$ cat src/design/u8bom_pkg.sv
// Shared types, encoding codes and the byte scan function of the UTF-8/BOM detector.
`default_nettype none
package u8bom_pkg;

    localparam logic [2:0] ENC_ASCII    = 3'd0;
    localparam logic [2:0] ENC_UCS2_LE  = 3'd1;
    localparam logic [2:0] ENC_UCS2_BE  = 3'd2;
    localparam logic [2:0] ENC_UTF8_BOM = 3'd3;
    localparam logic [2:0] ENC_UTF8     = 3'd4;

    localparam logic [1:0] POS_FIRST  = 2'd0;
    localparam logic [1:0] POS_SECOND = 2'd1;
    localparam logic [1:0] POS_THIRD  = 2'd2;
    localparam logic [1:0] POS_BODY   = 2'd3;

    localparam logic [7:0] BYTE_FF = 8'hFF;
    localparam logic [7:0] BYTE_FE = 8'hFE;
    localparam logic [7:0] BOM_EF  = 8'hEF;
    localparam logic [7:0] BOM_BB  = 8'hBB;
    localparam logic [7:0] BOM_BF  = 8'hBF;

    typedef struct packed {
        logic [15:0] header;
        logic [1:0]  pos;
        logic [1:0]  pend;
        logic        bom;
        logic        done;
        logic [2:0]  verdict;
    } t_state;

    function automatic logic [2:0] utf8_code(input logic bom);
        return bom ? ENC_UTF8_BOM : ENC_UTF8;
    endfunction

    // Validate one byte against the pending multibyte sequence, or check it as a lead byte when none is pending.
    function automatic t_state scan_byte(input t_state s, input logic [7:0] b);
        t_state r;
        r = s;
        if (!s.done) begin
            if (s.pend != 2'd0) begin
                if (b == 8'h00) begin
                    r.verdict = utf8_code(s.bom);
                    r.done    = 1'b1;
                end else if (b[7:6] != 2'b10) begin
                    r.verdict = ENC_ASCII;
                    r.done    = 1'b1;
                end else begin
                    r.pend = s.pend - 2'd1;
                end
            end else if (b inside {8'hC0, 8'hC1, [8'hF5:8'hFF]}) begin
                r.verdict = ENC_ASCII;
                r.done    = 1'b1;
            end else if (b[7:5] == 3'b110) begin
                r.pend = 2'd1;
            end else if (b[7:4] == 4'b1110) begin
                r.pend = 2'd2;
            end else if (b[7:3] == 5'b11110) begin
                r.pend = 2'd3;
            end
        end
        return r;
    endfunction

endpackage
`default_nettype wire

$ cat src/design/u8bom_step.sv
// Next-state and verdict logic for one accepted stream byte.
`default_nettype none
module u8bom_step (
    input  wire u8bom_pkg::t_state i_state,
    input  wire logic [7:0]        i_data_byte,
    input  wire logic              i_last_byte,
    output u8bom_pkg::t_state      o_state,
    output logic [2:0]             o_encoding
);

    u8bom_pkg::t_state s;
    logic [7:0] b0;
    logic [7:0] b1;

    assign b0 = i_state.header[7:0];
    assign b1 = i_state.header[15:8];

    always_comb begin
        s          = i_state;
        o_encoding = u8bom_pkg::ENC_ASCII;
        if (!i_state.done) begin
            case (i_state.pos)
                u8bom_pkg::POS_FIRST: begin
                    s.header = {8'h00, i_data_byte};
                    if (i_last_byte) begin
                        s.verdict = u8bom_pkg::ENC_ASCII;
                        s.done    = 1'b1;
                    end
                end
                u8bom_pkg::POS_SECOND: begin
                    s.header = {i_data_byte, b0};
                    if (b0 == u8bom_pkg::BYTE_FF && i_data_byte == u8bom_pkg::BYTE_FE) begin
                        s.verdict = u8bom_pkg::ENC_UCS2_LE;
                        s.done    = 1'b1;
                    end else if (b0 == u8bom_pkg::BYTE_FE &&
                                 i_data_byte == u8bom_pkg::BYTE_FF) begin
                        s.verdict = u8bom_pkg::ENC_UCS2_BE;
                        s.done    = 1'b1;
                    end else if (i_last_byte) begin
                        s = u8bom_pkg::scan_byte(s, b0);
                        s = u8bom_pkg::scan_byte(s, i_data_byte);
                    end
                end
                u8bom_pkg::POS_THIRD: begin
                    // Accept the BOM in either byte order of its first two bytes.
                    if (i_data_byte == u8bom_pkg::BOM_BF &&
                        ((b0 == u8bom_pkg::BOM_EF && b1 == u8bom_pkg::BOM_BB) ||
                         (b0 == u8bom_pkg::BOM_BB && b1 == u8bom_pkg::BOM_EF))) begin
                        s.bom = 1'b1;
                    end else begin
                        s = u8bom_pkg::scan_byte(s, b0);
                        s = u8bom_pkg::scan_byte(s, b1);
                        s = u8bom_pkg::scan_byte(s, i_data_byte);
                    end
                end
                default: begin
                    s = u8bom_pkg::scan_byte(s, i_data_byte);
                end
            endcase
        end
        if (i_state.pos != u8bom_pkg::POS_BODY) begin
            s.pos = i_state.pos + 2'd1;
        end
        if (i_last_byte) begin
            o_encoding = s.done ? s.verdict : u8bom_pkg::utf8_code(s.bom);
            s          = '0;
        end
    end

    assign o_state = s;

endmodule
`default_nettype wire

$ cat src/design/utf8_bom_encoding_detector_top.sv
// Top level of the UTF-8 / BOM / UCS-2 encoding detector.
//
// Input channel: i_valid / o_ready carry one stream byte per word
// (i_data_byte) with i_last_byte marking the final byte of a stream.
// Output channel: o_valid / i_ready carry one verdict (o_encoding) per
// stream: 0 ascii, 1 ucs2 little endian, 2 ucs2 big endian,
// 3 utf8 with bom, 4 utf8 without bom.
// Throughput: one byte per cycle unless stalled; the scan state
// updates in the cycle a word is accepted, through the step logic into
// the state register. Latency: the verdict is valid in the cycle after
// the last byte is accepted, held in the output register.
// Stall: while the verdict waits and i_ready is low, o_ready drops; bytes
// keep flowing whenever the output register is empty or being drained.
// Reset (synchronous, active low): scan state clears and no verdict is
// pending. The scan state also returns to reset after each last byte.
`default_nettype none
module utf8_bom_encoding_detector_top (
    input  wire logic       i_clk,
    input  wire logic       i_rst_n,
    input  wire logic       i_valid,
    output logic            o_ready,
    input  wire logic [7:0] i_data_byte,
    input  wire logic       i_last_byte,
    output logic            o_valid,
    input  wire logic       i_ready,
    output logic [2:0]      o_encoding
);

    u8bom_pkg::t_state r_state;
    u8bom_pkg::t_state n_state;
    logic [2:0]        n_enc;
    logic [2:0]        r_enc;
    logic              r_out_valid;
    logic              accept;

    u8bom_step u_step (
        .i_state     (r_state),
        .i_data_byte (i_data_byte),
        .i_last_byte (i_last_byte),
        .o_state     (n_state),
        .o_encoding  (n_enc)
    );

    assign o_ready = !r_out_valid || i_ready;
    assign accept  = i_valid && o_ready;

    always_ff @(posedge i_clk) begin
        if (!i_rst_n) begin
            r_state     <= '0;
            r_out_valid <= 1'b0;
        end else begin
            if (accept) begin
                r_state <= n_state;
            end
            if (accept && i_last_byte) begin
                r_out_valid <= 1'b1;
            end else if (i_ready) begin
                r_out_valid <= 1'b0;
            end
        end
    end

    // Load the verdict word only at a last byte.
    always_ff @(posedge i_clk) begin
        if (accept && i_last_byte) begin
            r_enc <= n_enc;
        end
    end

    assign o_valid    = r_out_valid;
    assign o_encoding = r_enc;

`ifndef ASSERT_OFF
    a_last_gives_verdict: assert property (@(posedge i_clk) disable iff (!i_rst_n)
        accept && i_last_byte |=> o_valid)
        else $error("no verdict after last byte");

    a_verdict_range: assert property (@(posedge i_clk) disable iff (!i_rst_n)
        o_valid |-> o_encoding <= u8bom_pkg::ENC_UTF8)
        else $error("verdict code out of range");

    a_state_cleared: assert property (@(posedge i_clk) disable iff (!i_rst_n)
        accept && i_last_byte |=> r_state.pos == u8bom_pkg::POS_FIRST && !r_state.done
            && r_state.pend == 2'd0 && !r_state.bom)
        else $error("scan state not cleared after last byte");

    a_stall_only_when_full: assert property (@(posedge i_clk) disable iff (!i_rst_n)
        !o_ready |-> o_valid && !i_ready)
        else $error("input stalled without a waiting verdict");
`endif

endmodule
`default_nettype wire
$ cat config.mk
export PLATFORM = sky130hd
export DESIGN_NAME = utf8_bom_encoding_detector_top
export DESIGN_NICKNAME = d
export VERILOG_FILES = /design/src/design/u8bom_pkg.sv /design/src/design/u8bom_step.sv /design/src/design/utf8_bom_encoding_detector_top.sv
export SDC_FILE = /design/constraint.sdc
export NUM_CORES = 1
export LEC_CHECK = 0
export BUFFER_PORTS_ARGS = -buffer_cell sky130_fd_sc_hd__buf_2
export CAP_MARGIN = 20
export CELL_PAD_IN_SITES_DETAIL_PLACEMENT = 2
export CELL_PAD_IN_SITES_GLOBAL_PLACEMENT = 2
export CORE_MARGIN = 2
export CORE_UTILIZATION = 39
export CTS_BUF_LIST = sky130_fd_sc_hd__clkbuf_8
export DETAILED_ROUTE_END_ITERATION = 8
export GPL_TIMING_DRIVEN = 0
export PLACE_DENSITY = 0.92
export SLEW_MARGIN = 30
export SYNTH_ARGS = -nofsm -noshare
export SYNTH_HDL_FRONTEND = slang
export SYNTH_SLANG_ARGS = --single-unit
$ cat constraint.sdc
create_clock -name i_clk -period 6.1 [get_ports i_clk]
set_input_delay 0 -clock i_clk [delete_from_list [all_inputs] [get_ports i_clk]]
set_output_delay 0 -clock i_clk [all_outputs]
set_load 0.05 [all_outputs]
==> flow_summary.json, run 1 <==
{
  "cts_made_buffers": 5,
  "grt_max_degree": 11,
  "finalHoldViolCount": 0,
  "fin_crit_sh_pct": 76.8,
  "slew_headroom_pct": 26.5,
  "status": "completed",
  "fp-row-count": 30,
  "diodes": 0,
  "synth_nets": 393,
  "cp_slowest_cell": "or3b_2",
  "die_w_um": 87.4,
  "post_cts_buffers": 0,
  "synth_area_um2": 2710,
  "cts_root_buffer": "clkbuf_8",
  "dp_hpwl_mm": 8.61,
  "fmax_mhz": 213,
  "cp.required_ps": 6250,
  "area_delta_synth_final_pct": 9.46,
  "yosysSeqAreaShare_pct": 22.5,
  "crit_chain": "inv_1 -> ha_1 -> clkbuf_2 -> or3b_2 -> a221oi_1 -> a31oi_1 -> and2_1 -> ha_1 -> nor3_1 -> a41oi_1 -> o211a_1 -> a31oi_2 -> a2111oi_2 -> or3_1 -> o32a_1 -> o22ai_2",
  "setup-tns-final_ps": 0,
  "setup_violations": 0,
  "ctsResizeCount": 0,
  "cpMostUsedCell": "ha_1",
  "synth_top_family_by_area": "compound AO/OA/AOI/OAI gates",
  "grt_pass1_vias": 3651,
  "cts_buffer_depth": 2,
  "crit_fanout": 8,
  "ys_ff_latch": 29,
  "initial_core_util_pct": 40.1,
  "synth_cell_types": 74,
  "post_synth.cell_area_avg_um2": 7.27,
  "port_buffers": 12,
  "gp_congestion": 0.876,
  "globalRouteOverflowTotal": 0,
  "synthArstFlopShare_pct": 0,
  "vias": 3364,
  "layout_commonest_cell": "nand2_1",
  "regArea_um2": 611,
  "synth_compound_area_share_pct": 33.2,
  "die_y_um": 87.4,
  "skew_ps": 14.7,
  "synthFlopType": "dfxtp_1",
  "synth_edf_count": 3,
  "route.detailed.wl_per_inst_um": 29.3,
  "cap_violations": 0,
  "synthSimpleGateAreaFrac_pct": 32.6,
  "startpoint_type": "flop",
  "first_iter_violations": 260,
  "grt_antenna_before_repair": 0,
  "vdd.ir_drop.worst_mv": 0.130,
  "worst-setup-path-type": "flop to flop",
  "synth_mux_area_share_pct": 0.738,
  "drive_gt1_share_pct": 11.5,
  "dieArea_um2": 7640,
  "clkTransAtPathRegs_ps": 70,
  "hp-class": "input pin to flop",
  "stdcell_count": 472,
  "clk-insertion-delay-late_ps": 300,
  "io_pins": 18,
  "leakage_nw": 1.07,
  "drt_wl_total_mm": 13.8,
  "drcViolationCount": 0,
  "synth_xor_area_share_pct": 0.646,
  "power.density_nw_per_um2": 167,
  "grt_pass1_wl_mm": 21.4,
  "worstMarginPinSlew_ps": 1090,
  "synth-adder-area-share_pct": 3.23,
  "cts_sinks": 29,
  "multi_input_area_um2": 1920,
  "worstPathArrival_ps": 4840,
  "drtAntennaViolNets": 0,
  "dr.pass1.iters": 6,
  "cts_tree": "yes",
  "rsz0062_at_grt": "false",
  "ys_warn_count": 0,
  "core_area_um2": 6760,
  "n_fill_cell": 798,
  "viasPerCell": 7.13,
  "maxSlewViolCount": 0,
  "critPathCaptureType": "flop",
  "htreeDepth": 2,
  "grt_use_total_pct": 37.6,
  "place_inst": 465,
  "final_cell_mix": "nand2_1, nand3_1, dfxtp_1, nor2_1, o21ai_0",
  "nets": 412,
  "synth_cells": 373,
  "crit_path_max_incr_delay_ps": 470,
  "cts_hold_buf": 0,
  "fin_crit_ps": 4690
}
## per-layer routing
| metal | GRT usage [%] | part of all wire [%] | up-vias |
|---|---|---|---|
| li1 | - | - | 1431 |
| met1 | 45.0 | 40 | 1666 |
| met2 | 62.7 | 48 | 187 |
| met3 | 8.44 | 7.1 | 80 |
| met4 | 19.0 | 5.0 | 0 |
| met5 | 0 | 0 | - |
## synthesized netlist by cell type, drive strengths merged (2+ instances only)
cell	number	area share [%]
o31a	2	0.65
nor4b	2	0.65
o2111ai	3	0.97
o32a	2	1.2
nor3	9	1.7
a21o	5	1.4
nor2b	11	2.5
and3	6	1.6
nand2b	7	1.6
o31ai	7	1.9
and2	4	0.97
o211a	2	0.74
inv	16	2.2
nand3b	2	0.55
dfxtp	26	19
o211ai	3	0.83
a31oi	7	1.8
o22ai	4	1.2
a221oi	2	0.65
nand4	9	2.1
a211oi	2	1.0
a21boi	18	5.0
nand2	45	6.2
edfxtp	3	3.3
o21a	6	1.7
nor2	24	3.3
clkbuf	16	2.6
or3	2	0.46
or2	2	0.46
a22oi	4	1.1
nand4b	2	0.65
a21oi	16	3.0
a41oi	2	0.65
nor4	4	0.92
or4	3	0.97
ha	7	3.2
o21ai	27	5.1
a2111oi	2	0.88
nand3	33	6.1
buf	7	2.2
mux2i	2	0.74
## cell type report
class / count / area share [%]
multi-input combinational: 305 / 64.7
sequential: 29 / 20.6
buffer: 23 / 4.42
tap: 80 / 3.37
clock buffer: 6 / 2.78
timing repair buffer: 12 / 2.02
inverter: 16 / 2.02
clock inverter: 1 / 0.126
## registers in the layout (all words and copies together) (netlist names)
register	flops
o_encoding	3
o_valid	1
r_state	25
## power by group
group | leakage, nW | switching [mW] | internal, mW
Combinational | 0.782 | 0.0813 | 0.0324
Sequential | 0.240 | 0.00652 | 0.198
Clock | 0.0485 | 0.0895 | 0.0881
## final timing paths
kind,from,slack (ps),endpoint,cells after the start
setup / recovery,r_state[5],1410,o_encoding[2],16
setup reg to reg,r_state[5],1410,o_encoding[2],16
hold reg to reg,r_state[20],570,r_state[20],2
hold / removal,i_data_byte[1],40,r_state[18],3
## stage by stage
| stage | hold WS [ps] | setup slack (ps) | power [mW] | utilization, % | area (µm²) |
|---|---|---|---|---|---|
| after floorplan | 154 | 2340 | 0.275 | - | 2710 |
| after global placement | 306 | 1810 | 0.303 | 42.5 | 2870 |
| after detailed placement | 335 | 1680 | 0.310 | 42.5 | 2870 |
| after CTS | 46.3 | 1490 | 0.486 | 43.8 | 2960 |
| after global routing | 67.5 | 1230 | 0.504 | 43.9 | 2970 |
| final | 44.5 | 1410 | 0.496 | 43.9 | 2970 |
## logic make-up after synthesis
family                   after synthesis
XOR/XNOR                               2
AO/OA/AOI/OAI                        124
multiplexers                           2
flip-flops                            29
adder cells (fa/ha/maj)                7
buffers and inverters                 39
AND/OR/NAND/NOR                      170
## critical path, delay by kind of cell (launching register included)
kind            cells  cell delay, ps
compound gates      8            1840
fa+ha+maj           2             570
buf+inv             2             310
flops               1             450
simple gates        4            1360
Power figures use the tool's default switching activity.
==> run 2: changes to the inputs <==
--- a/config.mk
+++ b/config.mk
@@ -10,11 +10,11 @@
 export CELL_PAD_IN_SITES_DETAIL_PLACEMENT = 2
 export CELL_PAD_IN_SITES_GLOBAL_PLACEMENT = 2
 export CORE_MARGIN = 2
-export CORE_UTILIZATION = 39
+export CORE_UTILIZATION = 37
 export CTS_BUF_LIST = sky130_fd_sc_hd__clkbuf_8
 export DETAILED_ROUTE_END_ITERATION = 8
 export GPL_TIMING_DRIVEN = 0
-export PLACE_DENSITY = 0.92
+export PLACE_DENSITY = 0.88
 export SLEW_MARGIN = 30
 export SYNTH_ARGS = -nofsm -noshare
 export SYNTH_HDL_FRONTEND = slang
==> constraint.sdc (replaced) <==
create_clock -name i_clk -period 4.35 [get_ports i_clk]
set_input_delay 0 -clock i_clk [delete_from_list [all_inputs] [get_ports i_clk]]
set_output_delay 0 -clock i_clk [all_outputs]
set_load 0.05 [all_outputs]
==> run 2 against run 1 <==
Effect of this change:
- via count down 9.0%
- sequential share of layout area down 0.82 points
- die area up 5.2%
- cell count up 4.7%
- critical path depth unchanged
- highest routed layer unchanged
- non-clock buffer count up 2
- setup slack worse by 1200 ps
- wire length down 17%
- first-iteration DRC count down 57%
- critical endpoint is now o_encoding[1]
- critical path type unchanged
- clock power up 46%
- largest power group unchanged
==> flow_summary.json, run 2 (synthesized netlist as in run 1, its figures left out) <==
{
  "maxSlewViolCount": 0,
  "die_y_um": 89.6,
  "globalRouteOverflowTotal": 0,
  "area_delta_synth_final_pct": 14.2,
  "cts_root_buffer": "clkbuf_8",
  "wl_met1_mm": 5.04,
  "grt_antenna_before_repair": 0,
  "worst-setup-path-type": "flop to flop",
  "final_core_utilization_pct": 43.2,
  "status": "completed",
  "cts_buffer_depth": 2,
  "drcViolationCount": 0,
  "p_comb_share_pct": 21.5,
  "largest_register_ffs": 25,
  "seq_power_share_pct": 41.1,
  "power.density_nw_per_um2": 224,
  "htreeDepth": 2,
  "top_register": "r_state",
  "clkPwrFrac_pct": 37.4,
  "crit_fanout": 8,
  "n_fill_cell": 849,
  "crit-reg2reg-launch": "r_state[5]",
  "die_w_um": 89.6,
  "cts_tree": "yes",
  "viasPerCell": 6.20,
  "setup_violations": 0,
  "worstMarginPinSlew_ps": 1010,
  "skew_ps": 5.70,
  "holdCritStartpoint": "i_data_byte[2]",
  "core_area_um2": 7180,
  "intPower_mw": 0.467,
  "finalHoldViolCount": 0,
  "cts_hold_buf": 0,
  "grt_pass1_wl_mm": 17.5,
  "highest_layer": "met4",
  "drt_wl_total_mm": 11.5,
  "fin_crit_sh_pct": 96.0,
  "p_sw_mw": 0.228,
  "route.detailed.wl_per_inst_um": 23.3,
  "worstPathArrival_ps": 4210,
  "leakage_nw": 1.09,
  "dieArea_um2": 8030,
  "initial_core_util_pct": 37.8,
  "cap_violations": 0,
  "port_buffers": 12,
  "fp-row-count": 31,
  "switching_share_pct": 32.8,
  "hp-class": "input pin to flop",
  "slew_headroom_pct": 32.0,
  "gp_congestion": 0.906,
  "critPathCaptureType": "flop",
  "clkTransAtPathRegs_ps": 70,
  "vdd.ir_drop.worst_mv": 0.131,
  "diodes": 0,
  "nets": 414,
  "grt_use_total_pct": 29.0,
  "final_cell_mix": "nand2_1, nand3_1, dfxtp_1, nor2_1, o21ai_0",
  "wl_met3_um": 356,
  "cts_sinks": 29,
  "clk-insertion-delay-late_ps": 290,
  "dr.pass1.iters": 4,
  "grt_pass1_vias": 3246,
  "cp.required_ps": 4380,
  "fin_crit_ps": 4170,
  "first_iter_violations": 111,
  "vias": 3061,
  "layout_commonest_cell": "nand2_1",
  "startpoint": "r_state[5]",
  "drive_gt1_share_pct": 14.9,
  "cts_made_buffers": 5,
  "setup-tns-final_ps": 0,
  "drtAntennaViolNets": 0,
  "dp_hpwl_mm": 8.55,
  "io_pins": 18,
  "wl_met2_mm": 5.82,
  "grt_max_degree": 11,
  "startpoint_type": "flop",
  "fmax_mhz": 240
}
-- run 2: repair_timing --
item                       in CTS  in global routing
gates resized for setup         3                 11
pin swaps                       0                  2
setup buffers                   0                  2
cloned                          0                  0
setup endpoints to repair       4                  6
-- run 2: final cells by class --
| class | instances | area, µm² | area share [%] |
|---|---|---|---|
| Buffer | 23 | 134 | 4.32 |
| Clock buffer | 7 | 96.3 | 3.11 |
| Clock inverter | 1 | 5.00 | 0.162 |
| Inverter | 16 | 60.1 | 1.94 |
| Multi-Input combinational cell | 305 | 1990 | 64.3 |
| Sequential cell | 29 | 612 | 19.7 |
| Tap cell | 99 | 124 | 4.00 |
| Timing Repair Buffer | 14 | 75.1 | 2.42 |
-- run 2: final timing paths --
check / end / slack, ps / depth (start not counted)
worst min-delay path: r_state[19] / 30 / 3
worst min register to register: r_state[17] / 520 / 2
worst max register to register: o_encoding[1] / 180 / 16
worst max-delay path: o_encoding[1] / 180 / 16
-- run 2: layer usage --
metal | track usage, % | up-vias
met4 | 8.41 | 0
met5 | 0 | -
met3 | 3.20 | 27
li1 | - | 1438
met2 | 50.8 | 62
met1 | 37.6 | 1534
-- run 2: stage by stage --
stage               power, mW  setup slack [ps]  instances  hold slack, ps  cell area (µm²)
floorplan               0.385               593        373             154             2710
global placement        0.424              40.8        484             309             2900
detailed placement      0.433              -110        484             334             2900
CTS                     0.689              3.30        492            31.7             3010
global route            0.716             -23.1        494            49.7             3100
finish                  0.695               176        494            26.0             3100
-- run 2: power by group through the flow --
stage / Clock [mW] / Combinational (mW) / Sequential (mW)
finish: 0.260 / 0.149 / 0.286
global route: 0.269 / 0.160 / 0.287
CTS: 0.259 / 0.144 / 0.285
detailed placement: 0 / 0.141 / 0.291
global placement: 0 / 0.134 / 0.290
floorplan: 0 / 0.0910 / 0.294
-- run 2: critical path, cell delays in order, from the launching register on --
cell and delay [ps]:
dfxtp_2 380, inv_1 110, ha_1 200, clkbuf_2 170, or3b_2 480, a221oi_2 230, a31oi_1 80, and2_1 250
ha_4 210, inv_2 110, nand3_1 170, a311oi_2 400, a211oi_4 120, a2111oi_4 420, a211oi_1 130, a31oi_1 320
o22ai_1 120
